[config.mk]
export PLATFORM = sky130hd
export DESIGN_NAME = tape_pulse_speed_detect_and_cleanup_top
export DESIGN_NICKNAME = d
export VERILOG_FILES = /design/src/rtl/tpsd_pkg.sv /design/src/rtl/tpsd_front.sv /design/src/rtl/tpsd_queue.sv /design/src/rtl/tpsd_back.sv /design/src/rtl/tape_pulse_speed_detect_and_cleanup_top.sv
export SDC_FILE = /design/constraint.sdc
export NUM_CORES = 1
export LEC_CHECK = 0
export ABC_AREA = 1
export BUFFER_PORTS_ARGS = -buffer_cell sky130_fd_sc_hd__buf_2
export CAP_MARGIN = 10
export CORE_ASPECT_RATIO = 0.6
export CORE_MARGIN = 1.5
export CORE_UTILIZATION = 52
export CTS_CLUSTER_DIAMETER = 120
export DETAILED_ROUTE_END_ITERATION = 6
export GPL_ROUTABILITY_DRIVEN = 0
export MAX_ROUTING_LAYER = met4
export PLACE_DENSITY_LB_ADDON = 0.25
export SYNTH_ARGS = -nofsm -noshare
export SYNTH_HDL_FRONTEND = slang
export SYNTH_SLANG_ARGS = --single-unit
[constraint.sdc]
create_clock -name clk -period 13.2 [get_ports clk]
set_input_delay 1.32 -clock clk [delete_from_list [all_inputs] [get_ports clk]]
set_output_delay 1.32 -clock clk [all_outputs]
set_load 0.01 [all_outputs]
[src/rtl/tpsd_pkg.sv]
// ============================================================================
// tpsd_pkg
// Shared types and constants for the tape pulse speed detect and cleanup block.
// ============================================================================
package tpsd_pkg;

	localparam int WINDOW_DEF = 20;
	localparam int QDEPTH     = 4;
	localparam int QAW        = $clog2(QDEPTH);

	localparam int PULSE_W = 8;
	localparam int OUT_W   = 72;

	// register indexes on the configuration port
	localparam logic [2:0] CFG_CLEANUP    = 3'd0;
	localparam logic [2:0] CFG_CBM_SHORT  = 3'd1;
	localparam logic [2:0] CFG_CBM_MEDIUM = 3'd2;
	localparam logic [2:0] CFG_CBM_LONG   = 3'd3;
	localparam logic [2:0] CFG_FAST_SHORT = 3'd4;
	localparam logic [2:0] CFG_FAST_LONG  = 3'd5;

	// register reset values
	localparam logic       RST_CLEANUP    = 1'b1;
	localparam logic [7:0] RST_CBM_SHORT  = 8'h2F;
	localparam logic [7:0] RST_CBM_MEDIUM = 8'd66;
	localparam logic [7:0] RST_CBM_LONG   = 8'd86;
	localparam logic [7:0] RST_FAST_SHORT = 8'h1A;
	localparam logic [7:0] RST_FAST_LONG  = 8'd40;

	// tolerances and margins
	localparam logic [8:0] VOTE_MARGIN  = 9'd6;
	localparam logic [8:0] CBM_TOL      = 9'd10;
	localparam logic [8:0] TURBO_TOL    = 9'd7;
	localparam logic [8:0] PAUSE_MARGIN = 9'd9;

	// pause sequence
	localparam logic [7:0] PAUSE_B0 = 8'h00;
	localparam logic [7:0] PAUSE_B1 = 8'h98;
	localparam logic [7:0] PAUSE_B2 = 8'h01;
	localparam logic [7:0] PAUSE_B3 = 8'h05;

	localparam logic [2:0] CNT_NONE  = 3'd0;
	localparam logic [2:0] CNT_ONE   = 3'd1;
	localparam logic [2:0] CNT_PAUSE = 3'd4;

	localparam logic STAT_OK    = 1'b0;
	localparam logic STAT_SHORT = 1'b1;

	typedef struct packed {
		logic       cleanup;
		logic [7:0] cbm_short;
		logic [7:0] cbm_medium;
		logic [7:0] cbm_long;
		logic [7:0] fast_short;
		logic [7:0] fast_long;
	} cfg_t;

	// work kinds handed from the front to the back
	typedef enum logic [1:0] {
		CMD_STORE,
		CMD_REPLAY,
		CMD_SHORT,
		CMD_STREAM
	} cmd_kind_t;

	typedef struct packed {
		cmd_kind_t    kind;
		logic [7:0]   pulse;
		logic         eor;
	} cmd_t;

	typedef enum logic [2:0] {
		BK_IDLE,
		BK_COUNT,
		BK_DECIDE,
		BK_EMIT_RD,
		BK_EMIT
	} back_state_t;

endpackage

[src/rtl/tpsd_front.sv]
// ============================================================================
// tpsd_front
// Accepts pulses, tracks window fill and phase, and classifies each pulse.
// ============================================================================
module tpsd_front #(
	parameter int WINDOW = tpsd_pkg::WINDOW_DEF
) (
	input  logic                clk,
	input  logic                arst_n,
	input  logic                in_valid,
	output logic                in_ready,
	input  logic [7:0]          in_pulse,
	input  logic                in_eor,
	input  logic                q_full,
	output logic                push,
	output tpsd_pkg::cmd_t      cmd
);
	import tpsd_pkg::*;

	localparam int FW = $clog2(WINDOW);
	localparam logic [FW-1:0] FILL_LAST = FW'(WINDOW - 1);

	logic [FW-1:0] fill_q;
	logic          streaming_q;

	assign in_ready = !q_full;
	assign push     = in_valid && !q_full;

	// classify the incoming pulse
	always_comb begin
		cmd.pulse = in_pulse;
		cmd.eor   = in_eor;
		if (streaming_q) begin
			cmd.kind = CMD_STREAM;
		end else if (fill_q == FILL_LAST) begin
			cmd.kind = CMD_REPLAY;
		end else if (in_eor) begin
			cmd.kind = CMD_SHORT;
		end else begin
			cmd.kind = CMD_STORE;
		end
	end

	// advance fill count and phase; drop back to collecting at end of recording
	always_ff @(posedge clk or negedge arst_n) begin
		if (!arst_n) begin
			fill_q      <= '0;
			streaming_q <= 1'b0;
		end else if (push) begin
			if (in_eor) begin
				fill_q      <= '0;
				streaming_q <= 1'b0;
			end else if (!streaming_q) begin
				if (fill_q == FILL_LAST) begin
					fill_q      <= '0;
					streaming_q <= 1'b1;
				end else begin
					fill_q <= fill_q + 1'b1;
				end
			end
		end
	end

endmodule

[src/rtl/tpsd_queue.sv]
// ============================================================================
// tpsd_queue
// Small command queue between the front and the back.
// ============================================================================
module tpsd_queue (
	input  logic            clk,
	input  logic            arst_n,
	input  logic            push,
	input  tpsd_pkg::cmd_t  push_cmd,
	output logic            full,
	input  logic            pop,
	output tpsd_pkg::cmd_t  pop_cmd,
	output logic            empty
);
	import tpsd_pkg::*;

	cmd_t           slot_q [QDEPTH];
	logic [QAW-1:0] wr_ptr_q;
	logic [QAW-1:0] rd_ptr_q;
	logic [QAW:0]   count_q;

	assign full    = (count_q == (QAW+1)'(QDEPTH));
	assign empty   = (count_q == '0);
	assign pop_cmd = slot_q[rd_ptr_q];

	// hold entries
	always_ff @(posedge clk) begin
		if (push) begin
			slot_q[wr_ptr_q] <= push_cmd;
		end
	end

	// advance pointers and occupancy
	always_ff @(posedge clk or negedge arst_n) begin
		if (!arst_n) begin
			wr_ptr_q <= '0;
			rd_ptr_q <= '0;
			count_q  <= '0;
		end else begin
			if (push) begin
				wr_ptr_q <= wr_ptr_q + 1'b1;
			end
			if (pop) begin
				rd_ptr_q <= rd_ptr_q + 1'b1;
			end
			case ({push, pop})
				2'b10:   count_q <= count_q + 1'b1;
				2'b01:   count_q <= count_q - 1'b1;
				default: count_q <= count_q;
			endcase
		end
	end

endmodule

[src/rtl/tpsd_back.sv]
// ============================================================================
// tpsd_back
// Holds the window, votes on speed, replays held pulses, passes later ones through, and cleans them up.
// ============================================================================
module tpsd_back #(
	parameter int WINDOW = tpsd_pkg::WINDOW_DEF
) (
	input  logic                        clk,
	input  logic                        arst_n,
	input  tpsd_pkg::cfg_t              cfg,
	input  logic                        q_empty,
	input  tpsd_pkg::cmd_t              cmd,
	output logic                        pop,
	output logic                        out_valid,
	input  logic                        out_ready,
	output logic [tpsd_pkg::OUT_W-1:0]  out_data,
	output logic                        out_last
);
	import tpsd_pkg::*;

	localparam int AW = $clog2(WINDOW);
	localparam int CW = $clog2(WINDOW + 1);
	localparam logic [AW-1:0] ADDR_LAST = AW'(WINDOW - 1);

	back_state_t state_q, state_d;

	logic [7:0]    mem [WINDOW];
	logic [7:0]    rd_data_q;
	logic [AW-1:0] wr_ptr_q;
	logic [AW-1:0] addr_q;
	logic          cnt_vld_q;
	logic [CW-1:0] nt_q, nn_q;
	logic [CW-1:0] nt_d, nn_d;
	logic          turbo_q;
	logic [31:0]   bytes_q;
	logic          eor_q;

	logic          out_free;
	logic          take;
	logic          mem_we;
	logic          rd_en;
	logic          load_emit;
	logic          load_short;
	logic          emit_last;
	logic          emit_clear;

	logic [7:0]    emit_p;
	logic [8:0]    p9;
	logic [7:0]    snapped;
	logic [7:0]    t_byte;
	logic          is_pause;
	logic [31:0]   bytes_next;
	logic          vote_t, vote_n;

	assign out_free = !out_valid || out_ready;

	// control decode
	always_comb begin
		take       = 1'b0;
		mem_we     = 1'b0;
		rd_en      = 1'b0;
		load_emit  = 1'b0;
		load_short = 1'b0;
		emit_last  = 1'b0;
		emit_clear = 1'b0;
		case (state_q)
			BK_IDLE: begin
				take = !q_empty && out_free;
				if (take) begin
					case (cmd.kind)
						CMD_STORE:  mem_we = 1'b1;
						CMD_REPLAY: mem_we = 1'b1;
						CMD_SHORT:  load_short = 1'b1;
						CMD_STREAM: begin
							load_emit  = 1'b1;
							emit_last  = 1'b1;
							emit_clear = cmd.eor;
						end
						default: ;
					endcase
				end
			end
			BK_COUNT:   rd_en = 1'b1;
			BK_EMIT_RD: rd_en = 1'b1;
			BK_EMIT: begin
				if (out_free) begin
					load_emit  = 1'b1;
					emit_last  = (addr_q == ADDR_LAST);
					emit_clear = emit_last && eor_q;
				end
			end
			default: ;
		endcase
	end

	assign pop = take;

	// next state
	always_comb begin
		state_d = state_q;
		case (state_q)
			BK_IDLE: begin
				if (take && cmd.kind == CMD_REPLAY) begin
					state_d = BK_COUNT;
				end
			end
			BK_COUNT: begin
				if (addr_q == ADDR_LAST) begin
					state_d = BK_DECIDE;
				end
			end
			BK_DECIDE:  state_d = BK_EMIT_RD;
			BK_EMIT_RD: state_d = BK_EMIT;
			BK_EMIT: begin
				if (load_emit) begin
					state_d = emit_last ? BK_IDLE : BK_EMIT_RD;
				end
			end
			default: state_d = BK_IDLE;
		endcase
	end

	// vote on the stored pulse read last cycle
	always_comb begin
		vote_t = ({1'b0, rd_data_q} < ({1'b0, cfg.fast_short} + VOTE_MARGIN));
		vote_n = !vote_t && ({1'b0, rd_data_q} < ({1'b0, cfg.cbm_short} + VOTE_MARGIN));
		nt_d   = nt_q + CW'(vote_t);
		nn_d   = nn_q + CW'(vote_n);
	end

	// snap, force first byte, detect pause
	assign emit_p = (state_q == BK_EMIT) ? rd_data_q : cmd.pulse;
	assign p9     = {1'b0, emit_p};

	always_comb begin
		snapped = emit_p;
		if (cfg.cleanup) begin
			if (!turbo_q) begin
				if ((p9 + CBM_TOL > {1'b0, cfg.cbm_short}) &&
				    (p9 < {1'b0, cfg.cbm_long} + CBM_TOL)) begin
					snapped = cfg.cbm_short;
					if (p9 > {1'b0, cfg.cbm_short} + CBM_TOL) begin
						snapped = cfg.cbm_medium;
						if (p9 > {1'b0, cfg.cbm_medium} + CBM_TOL) begin
							snapped = cfg.cbm_long;
						end
					end
				end
			end else begin
				if ((p9 + TURBO_TOL > {1'b0, cfg.fast_short}) &&
				    (p9 < {1'b0, cfg.fast_long} + TURBO_TOL)) begin
					snapped = cfg.fast_short;
					if (p9 > {1'b0, cfg.fast_short} + TURBO_TOL) begin
						snapped = cfg.fast_long;
					end
				end
			end
		end
		if (bytes_q == '0) begin
			t_byte = turbo_q ? cfg.fast_short : cfg.cbm_short;
		end else begin
			t_byte = snapped;
		end
		is_pause   = ({1'b0, t_byte} > ({1'b0, cfg.cbm_long} + PAUSE_MARGIN));
		bytes_next = bytes_q + (is_pause ? 32'd4 : 32'd1);
	end

	// window memory
	always_ff @(posedge clk) begin
		if (mem_we) begin
			mem[wr_ptr_q] <= cmd.pulse;
		end
		if (rd_en) begin
			rd_data_q <= mem[addr_q];
		end
	end

	// result register payload
	always_ff @(posedge clk) begin
		if (load_short) begin
			out_data <= {3'b000, STAT_SHORT, 32'd0, 1'b0, CNT_NONE, 32'd0};
			out_last <= 1'b1;
		end else if (load_emit) begin
			if (is_pause) begin
				out_data <= {3'b000, STAT_OK, bytes_next, turbo_q, CNT_PAUSE,
				             PAUSE_B3, PAUSE_B2, PAUSE_B1, PAUSE_B0};
			end else begin
				out_data <= {3'b000, STAT_OK, bytes_next, turbo_q, CNT_ONE,
				             24'd0, t_byte};
			end
			out_last <= emit_last;
		end
	end

	// control state
	always_ff @(posedge clk or negedge arst_n) begin
		if (!arst_n) begin
			state_q   <= BK_IDLE;
			out_valid <= 1'b0;
			wr_ptr_q  <= '0;
			addr_q    <= '0;
			cnt_vld_q <= 1'b0;
			nt_q      <= '0;
			nn_q      <= '0;
			turbo_q   <= 1'b0;
			bytes_q   <= '0;
			eor_q     <= 1'b0;
		end else begin
			state_q   <= state_d;
			cnt_vld_q <= (state_q == BK_COUNT);

			if (load_emit || load_short) begin
				out_valid <= 1'b1;
			end else if (out_ready) begin
				out_valid <= 1'b0;
			end

			// write pointer: advance on store, rewind once the window is used or a recording ends short
			if (take) begin
				case (cmd.kind)
					CMD_STORE:  wr_ptr_q <= wr_ptr_q + 1'b1;
					CMD_REPLAY: wr_ptr_q <= '0;
					CMD_SHORT:  wr_ptr_q <= '0;
					default:    wr_ptr_q <= wr_ptr_q;
				endcase
			end

			// start the vote sweep
			if (take && cmd.kind == CMD_REPLAY) begin
				addr_q <= '0;
				nt_q   <= '0;
				nn_q   <= '0;
				eor_q  <= cmd.eor;
			end else if (state_q == BK_COUNT) begin
				if (addr_q != ADDR_LAST) begin
					addr_q <= addr_q + 1'b1;
				end
			end

			if (cnt_vld_q) begin
				nt_q <= nt_d;
				nn_q <= nn_d;
			end

			// decide speed once the last vote is in
			if (state_q == BK_DECIDE) begin
				turbo_q <= (nt_d > nn_d);
				addr_q  <= '0;
			end

			if (load_emit && !emit_last) begin
				addr_q <= addr_q + 1'b1;
			end

			// running byte total; clear the recording after its last result
			if (load_emit) begin
				if (emit_clear) begin
					bytes_q <= '0;
					turbo_q <= 1'b0;
				end else begin
					bytes_q <= bytes_next;
				end
			end
			if (load_short) begin
				bytes_q <= '0;
				turbo_q <= 1'b0;
			end
		end
	end

endmodule

[src/rtl/tape_pulse_speed_detect_and_cleanup_top.sv]
// ============================================================================
// tape_pulse_speed_detect_and_cleanup_top
// Tape pulse speed detection and pulse-length cleanup with pause expansion.
// ============================================================================
// A streamed pulse is registered in the command queue and then in the result register.
// The pulse that fills the window starts a vote sweep over the held pulses, then WINDOW results,
// each fetched through the single read port of the window memory; no queue pop until the last is loaded.
// Input: one pulse per cycle while the 4-entry command queue has room.
// Reset: arst_n asynchronously clears all control state and loads register defaults.
module tape_pulse_speed_detect_and_cleanup_top #(
	parameter int WINDOW = tpsd_pkg::WINDOW_DEF
) (
	input  logic                        clk,
	input  logic                        arst_n,
	input  logic                        s_axis_tvalid,
	output logic                        s_axis_tready,
	input  logic [7:0]                  s_axis_tdata,   // pulse_value
	input  logic                        s_axis_tlast,   // end_of_recording
	output logic                        m_axis_tvalid,
	input  logic                        m_axis_tready,
	// out_byte_a, out_byte_b, out_byte_c, out_byte_d, byte_count, speed_is_turbo,
	// total_bytes, status, 3 bits zero fill
	output logic [tpsd_pkg::OUT_W-1:0]  m_axis_tdata,
	output logic                        m_axis_tlast,   // last_of_run
	input  logic                        cfg_we,
	input  logic [2:0]                  cfg_index,
	input  logic [7:0]                  cfg_data
);
	import tpsd_pkg::*;

	cfg_t cfg_q;
	cmd_t front_cmd;
	cmd_t queue_cmd;
	logic push, q_full, q_empty, pop;

	// configuration registers
	always_ff @(posedge clk or negedge arst_n) begin
		if (!arst_n) begin
			cfg_q.cleanup    <= RST_CLEANUP;
			cfg_q.cbm_short  <= RST_CBM_SHORT;
			cfg_q.cbm_medium <= RST_CBM_MEDIUM;
			cfg_q.cbm_long   <= RST_CBM_LONG;
			cfg_q.fast_short <= RST_FAST_SHORT;
			cfg_q.fast_long  <= RST_FAST_LONG;
		end else if (cfg_we) begin
			case (cfg_index)
				CFG_CLEANUP:    cfg_q.cleanup    <= cfg_data[0];
				CFG_CBM_SHORT:  cfg_q.cbm_short  <= cfg_data;
				CFG_CBM_MEDIUM: cfg_q.cbm_medium <= cfg_data;
				CFG_CBM_LONG:   cfg_q.cbm_long   <= cfg_data;
				CFG_FAST_SHORT: cfg_q.fast_short <= cfg_data;
				CFG_FAST_LONG:  cfg_q.fast_long  <= cfg_data;
				default: ;
			endcase
		end
	end

	tpsd_front #(.WINDOW(WINDOW)) u_front (
		.clk      (clk),
		.arst_n   (arst_n),
		.in_valid (s_axis_tvalid),
		.in_ready (s_axis_tready),
		.in_pulse (s_axis_tdata),
		.in_eor   (s_axis_tlast),
		.q_full   (q_full),
		.push     (push),
		.cmd      (front_cmd)
	);

	tpsd_queue u_queue (
		.clk      (clk),
		.arst_n   (arst_n),
		.push     (push),
		.push_cmd (front_cmd),
		.full     (q_full),
		.pop      (pop),
		.pop_cmd  (queue_cmd),
		.empty    (q_empty)
	);

	tpsd_back #(.WINDOW(WINDOW)) u_back (
		.clk       (clk),
		.arst_n    (arst_n),
		.cfg       (cfg_q),
		.q_empty   (q_empty),
		.cmd       (queue_cmd),
		.pop       (pop),
		.out_valid (m_axis_tvalid),
		.out_ready (m_axis_tready),
		.out_data  (m_axis_tdata),
		.out_last  (m_axis_tlast)
	);

endmodule
Yosys cells after proc, flatten, opt, wreduce, memory -nomap -nowiden. Memories as Yosys holds them, arrays and structs flattened. A register that Yosys moved wholly into a read port is not among the register bits. Index checks and enable logic that the tools add are counted. W data, S select, Z words.

Word-level logic and storage cells: 185. Register bits after elaboration: 183. RAM bits: 204. Memories: 2. Output and inout port bits: 75. Input port bits: 25.

Order comparisons: 11. Add/sub/neg operators: 20. Reduce and logical (&&, ||, !) cells: 40. Eq/ne operators: 22. Multiplexer cells: 67.

Memory list: u_back.mem (words 20, bits a word 8, rd ports 1, clocked after memory_dff 1, wr ports 1, RTL line tpsd_back.sv:27) `logic [7:0] mem [WINDOW];`; u_queue.slot_q (words 4, bits a word 11, rd ports 1, clocked after memory_dff 0, wr ports 1, RTL line tpsd_queue.sv:17) `cmd_t slot_q [QDEPTH];`.

Operator list (number): $mux W32 (3); $mux W8 (10); $mux W5 (11); $add A8 B3 Y9 const B (5); $add A8 B4 Y9 const B (5); $gt A8 B9 Y1 (4); $lt A8 B9 Y1 (4); $mux W35 (1); $add A32 B3 Y32 (1); $logic_not A32 Y1 (1); $mux W1 (28); $gt A9 B8 Y1 (2); $reduce_and A2 Y1 (9); $add A5 B1 Y5 const B (3); $pmux W3 S5 (1); $eq A3 B2 Y1 const B (4); $eq A3 B3 Y1 const B (4); $mux W3 (4); $add A5 B1 Y5 (2); $eq A5 B5 Y1 const B (2); $pmux W5 S2 (1); $reduce_bool A2 Y1 (5); $logic_not A3 Y1 (3); $logic_and A1 B1 Y1 (8); other kinds (19) (39).

Depth between registers and ports, before layout.
Depth after elaboration: 15. Depth in mapped cells: 53. Mapped depth without buffers: 52.

Modules after synthesis. From an unflattened synthesis, not the netlist that was laid out.

Cell total of the unflattened synthesis: 2257. Area total of the unflattened synthesis: 20066.7 µm².

By module, submodules not included: tpsd_back (cells an instance 1831, instances 1, area each 15748.9 µm², sequential area each 7422.1 µm²); tpsd_queue (cells an instance 177, instances 1, area each 2187.1 µm², sequential area each 1496.4 µm²); tape_pulse_speed_detect_and_cleanup_top (cells an instance 189, instances 1, area each 1686.6 µm², sequential area each 1047.3 µm²); tpsd_front (cells an instance 60, instances 1, area each 444.2 µm², sequential area each 150.1 µm²).

Worst setup path after synthesis. No wires, ideal clock.

Path kind: register to register. From: register u_queue.rd_ptr_q[1]. To: register u_back.bytes_q[21]. Data required time: 13.059 ns. Period minus slack after synthesis: 5.855 ns. Buffers on the path: 2. Setup time: 0.141 ns. Cell stages (with the launch flop): 50. Setup slack: 7.345 ns. Arrival time: 5.714 ns. Path through: dfrtp_1 > buf_4 > inv_2 > buf_6 > nand3_1 > nand3_1 > nand2_2 > inv_1 > ha_1 > nand3_1 > nand2_2 > xor2_1 > inv_1 > ha_1 > nand2_1 > nor2_1 > nand2_1 > nand3_1 > (+14 left out) > nand2_1 > nor2_1 > a211oi_1 > o21a_1 > o21ai_0 > a21oi_1 > nor2_1 > ha_1 > nand3_1 > nand2_1 > nand2_1 > nor2_2 > nand2_1 > nor3_2 > or3b_2 > xor2_1 > nand2_1 > o22ai_1.

Cells in the longest elaborated chain, start to end: 15. Elaborated cells between the ends (all ways): 39. Classes of those cells: 3 x add/sub; 8 x order compare; 2 x eq/ne; 22 x mux; 3 x reduce/logical; 1 x memory.

RTL lines: start: declaration (RTL line tpsd_queue.sv:19) `logic [QAW-1:0] rd_ptr_q;`; start signal: assignment (RTL line tpsd_queue.sv:44) `rd_ptr_q <= rd_ptr_q + 1'b1;`; $mem_v2 Z4 W11 *; $mux W8 (RTL line tpsd_back.sv:132) `assign emit_p = (state_q == BK_EMIT) ? rd_data_q : cmd.pulse;`; $add A8 B4 Y9 (tied with other cells) (RTL line tpsd_back.sv:139) `if ((p9 + CBM_TOL > {1'b0, cfg.cbm_short}) &&`; $gt A9 B8 Y1 (tied with other cells) (RTL line tpsd_back.sv:139); $logic_and A1 B1 Y1 (tied with other cells) (RTL line tpsd_back.sv:139); $mux W8 (on tied branches) (RTL line tpsd_back.sv:139, tpsd_back.sv:150); $mux W8 (RTL line tpsd_back.sv:138) `if (!turbo_q) begin`; $mux W8 (RTL line tpsd_back.sv:137) `if (cfg.cleanup) begin`; $mux W8 (RTL line tpsd_back.sv:159) `if (bytes_q == '0) begin`; $gt A8 B9 Y1 (RTL line tpsd_back.sv:164) `is_pause = ({1'b0, t_byte} > ({1'b0, cfg.cbm_long} + PAUSE_MARGIN));`; $mux W3 (RTL line tpsd_back.sv:165) `bytes_next = bytes_q + (is_pause ? 32'd4 : 32'd1);`; $add A32 B3 Y32 (RTL line tpsd_back.sv:165); $mux W32 (RTL line tpsd_back.sv:257) `if (emit_clear) begin`; $mux W32 (RTL line tpsd_back.sv:256) `if (load_emit) begin`; $mux W32 (RTL line tpsd_back.sv:264) `if (load_short) begin`; end signal: assignment (RTL line tpsd_back.sv:261) `bytes_q <= bytes_next;`; end: declaration (RTL line tpsd_back.sv:35) `logic [31:0] bytes_q;`.

Mark *: on every way between the ends. The rest lies on a longest branch, timed or not. The select of a mux whose other input is x is not followed. A chain may end at the register's enable or synchronous reset.

Worst setup path after layout.
From: register u_queue.rd_ptr_q[0]. To: register u_back.out_data[62] (netlist name).

Cells in the longest elaborated chain, start to end: 12. Elaborated cells between the ends (all ways): 32. Classes of those cells: 3 x add/sub; 8 x order compare; 2 x eq/ne; 16 x mux; 2 x reduce/logical; 1 x memory.

RTL lines: $mem_v2 Z4 W11 *; $mux W8 (RTL line tpsd_back.sv:132); $add A8 B4 Y9 (tied with other cells) (RTL line tpsd_back.sv:139); $gt A9 B8 Y1 (tied with other cells) (RTL line tpsd_back.sv:139); $logic_and A1 B1 Y1 (tied with other cells) (RTL line tpsd_back.sv:139); $mux W8 (on tied branches) (RTL line tpsd_back.sv:139, tpsd_back.sv:150); $mux W8 (RTL line tpsd_back.sv:138); $mux W8 (RTL line tpsd_back.sv:137); $mux W8 (RTL line tpsd_back.sv:159); $gt A8 B9 Y1 (RTL line tpsd_back.sv:164); $mux W3 (RTL line tpsd_back.sv:165); $add A32 B3 Y32 (RTL line tpsd_back.sv:165); end signal: assignment (RTL line tpsd_back.sv:181) `out_data <= {3'b000, STAT_SHORT, 32'd0, 1'b0, CNT_NONE, 32'd0};`; end signal: assignment (RTL line tpsd_back.sv:185) `out_data <= {3'b000, STAT_OK, bytes_next, turbo_q, CNT_PAUSE,`; end signal: assignment (RTL line tpsd_back.sv:188) `out_data <= {3'b000, STAT_OK, bytes_next, turbo_q, CNT_ONE,`; end: declaration (RTL line tpsd_back.sv:16) `output logic [tpsd_pkg::OUT_W-1:0] out_data,`.

Mark *: on every way between the ends. The rest lies on a longest branch, timed or not.

==> impl_metrics.ini <==
[setup_path]
cp_slowest_stage_delay_ps = 860
crit_arrival_ps = 8030
critPathLaunchType = register
cp_max_fo = 24
crit_buf_inv = 6
worstPathRequired_ps = 13640
crit_top_cell = nand2_1
cp-end-kind = register
slowest_stage = dfrtp_1
worst-setup-path-type = register to register
critPathTopFamily = simple AND/OR/NAND/NOR gates

[yosys]
syn_avg_cell_area_um2 = 9.18
synthMuxAreaShare_pct = 0
syn_area_mm2 = 0.0196
synth_xor_area_share_pct = 3.17
ys_types = 57
synth_top_family_by_area = simple AND/OR/NAND/NOR gates
synth_seq_cells = 370
ys_seq_area_share_pct = 51.5
synthAdderAreaFrac_pct = 7.50
ys_warn_count = 0
ys_async_sr_fraction_pct = 30.5
synth-simple-area-share_pct = 19.3
synth_edf_count = 212
ys.flop_type = edfxtp_1
syn_inst = 2138
synth_compound_area_share_pct = 11.8

[layout]
layout-area-overhead-vs-synth_pct = 9.07
layoutNonFillerInstCount = 2722
multi_input_area_mm2 = 0.00829
drive_gt1_share_pct = 9.94
final_nets = 2329
seqCellArea_mm2 = 0.0101
nFillCells = 3231

[timing]
drv_slew = 0
worstMarginPinSlew_ps = 1200
rsz0062_at_grt = false
min_period_ps = 7580
finalCritPeriodShare_pct = 57.4
slew_headroom_pct = 19.4
skew_ps = 21.2
max_freq_mhz = 132
setup_violations = 0
fin_tns_setup_ps = 0
hold_viol = 0

[power]
power_density_mw_per_mm2 = 285
peakVddDrop_uv = 178
power_leakage_uw = 0.00904

[global_routing]
grt_pass1_vias = 14500
track_usage_pct = 28.5
grt_overflow = 0
antenna_found_initial = 5
grt_max_degree = 85
grt_pass1_wl_mm = 83.2

[drt]
postRouteAntennaNets = 0
dr_total_vias = 15800
viasPerCell = 5.82
wire_per_inst_um = 19.9
first_pass_iters = 7
drtIter0Drc = 1911
route.detailed.drc = 0
totalWireLength_mm = 54.1

[place]
portBuffers = 77
hpwlAfterDp_mm = 38.2
placed_cells = 2652

[flow_run]
cap_violations = 0

[die]
die_y_um = 153
num_rows = 54
die_area_mm2 = 0.0390
core-area_mm2 = 0.0368
initial_core_util_pct = 53.4
boundaryPins = 100
die_w_um = 254

[clocking]
ctsResizeCount = 0
cts_buffers = 37
post_cts_buffers = 0
cts_buffer_depth = 3
cts_sinks = 370
worst_skew_pair.late_latency_ps = 550
clk_pin_slew_worst_paths_ps = 60
clockRootBuffer = clkbuf_16
cts_hold_buf = 0
cts_tree = yes
htree_num_levels = 2

[status]
status = finished, final reports clean

[min_path]
worstHoldPathType = register to register
[worst reg2reg max path, delay by kind of cell (launching register included)]
family                     cells  cell delay, ps
and+or+nand+nor               31            3130
AOI/OAI and AO/OA              7            1200
adders and majority gates      5            1170
buffers and inverters          6             990
DFF                            1             860
xor gates and xnor gates       1             150
[metal layers]
layer  vias up  GRT usage, %  part of all wire [%]
met5         -             -                     0
met2       804          35.8                    39
met4         0          5.95                   2.0
met1      7609          44.7                    47
met3        75          8.04                    12
li1       7357             -                     -
[kinds of logic (layout without fill, tap and decap cells)]
kind of cell               after synthesis  in the layout
AOI/OAI and AO/OA                      404            404
buffers and inverters                  306            361
adders and majority gates              117            117
DFF                                    370            370
and+or+nand+nor                        869            869
xor gates and xnor gates                71             71
other                                    1             26
[stage by stage]
step / hold WS, ps / worst slack (ps) / area, um^2 / total power, uW / utilization (%)
floorplan: 446 / 7340 / 19700 / 4050 / -
global placement: 426 / 6160 / 20300 / 4900 / 55.2
detailed placement: 440 / 5900 / 20300 / 5010 / 55.2
CTS: 454 / 5820 / 21400 / 6030 / 58.2
global route: 476 / 4880 / 21400 / 6570 / 58.2
finish: 456 / 5620 / 21400 / 6100 / 58.2
[Yosys cell counts (all sizes together), types with 6 or more instances]
cell type  count  area share (%)
nand2        468             9.4
edfxtp       212              32
inv          206             4.0
o21ai        201             5.2
nor2         184             3.6
nand3        139             4.0
ha           116             7.4
dfrtp         96              12
a21oi         90             2.3
xor2          61             2.7
clkbuf        53             1.0
o22ai         47             1.5
dfxtp         45             4.6
buf           43             1.6
nor3          26            0.69
nand4         21            0.67
dfstp         17             2.3
o221ai        15            0.67
nor4          14            0.45
xnor2         10            0.45
a32oi          8            0.36
a221oi         6            0.27
a2bb2oi        6            0.27
nand3b         6            0.23
or2            6            0.19
[sequential cells by signal (all words and copies together) (netlist names)]
register / cells
cfg_q: 41
u_back.addr_q: 5
u_back.bytes_q: 32
u_back.cnt_vld_q: 1
u_back.eor_q: 1
u_back.mem: 160
u_back.nn_q: 5
u_back.nt_q: 5
u_back.out_data: 44
u_back.out_last: 1
u_back.out_valid: 1
u_back.rd_data_q: 8
u_back.state_q: 3
u_back.turbo_q: 1
u_back.wr_ptr_q: 5
u_front.fill_q: 5
u_front.streaming_q: 1
u_queue.count_q: 3
u_queue.rd_ptr_q: 2
u_queue.slot_q: 44
u_queue.wr_ptr_q: 2
[final timing paths]
kind	from	endpoint	slack, ps	depth (start not counted)
min in group asynchronous	arst_n	cfg_q[26]$_DFFE_PN0P_	860	1
worst min register to register	u_back.out_data[53]$_SDFFE_PP0P_	u_back.out_data[53]$_SDFFE_PP0P_	460	2
worst min-delay path	u_back.out_data[53]$_SDFFE_PP0P_	u_back.out_data[53]$_SDFFE_PP0P_	460	2
worst max-delay path	u_queue.rd_ptr_q[0]$_DFFE_PN0P_	u_back.out_data[62]$_SDFFE_PP0P_	5620	50
worst max register to register	u_queue.rd_ptr_q[0]$_DFFE_PN0P_	u_back.out_data[62]$_SDFFE_PP0P_	5620	50
max in group asynchronous	arst_n	u_back.bytes_q[5]$_DFFE_PN0P_	11080	2
[power breakdown]
part | internal [uW] | switching [uW] | total [uW]
registers | 1580 | 209 | 1790
clock network | 542 | 460 | 1000
logic | 1020 | 2280 | 3310
[placed cells by master, fill, tap and decap left out, drive strengths merged, types with 17 or more instances in the layout]
cell,netlist,final
nand2,468,468
xor2,61,61
nand4,21,21
nor3,26,26
nor2,184,184
clkinv,4,20
dfstp,17,17
conb,1,22
buf,43,85
dfrtp,96,96
o22ai,47,47
edfxtp,212,212
dfxtp,45,45
o21ai,201,201
inv,206,207
a21oi,90,90
clkbuf,53,48
ha,116,116
nand3,139,139
[area by class of cell]
type	instances	share of cell area, %
Antenna cell	4	0.0468
Clock buffer	48	4.70
Clock inverter	18	0.520
Inverter	210	3.71
Multi-Input combinational cell	1483	38.7
Sequential cell	370	47.3
Tap cell	504	2.95
Timing Repair Buffer	85	2.09
No activity file was read; power rests on OpenSTA's default activity.
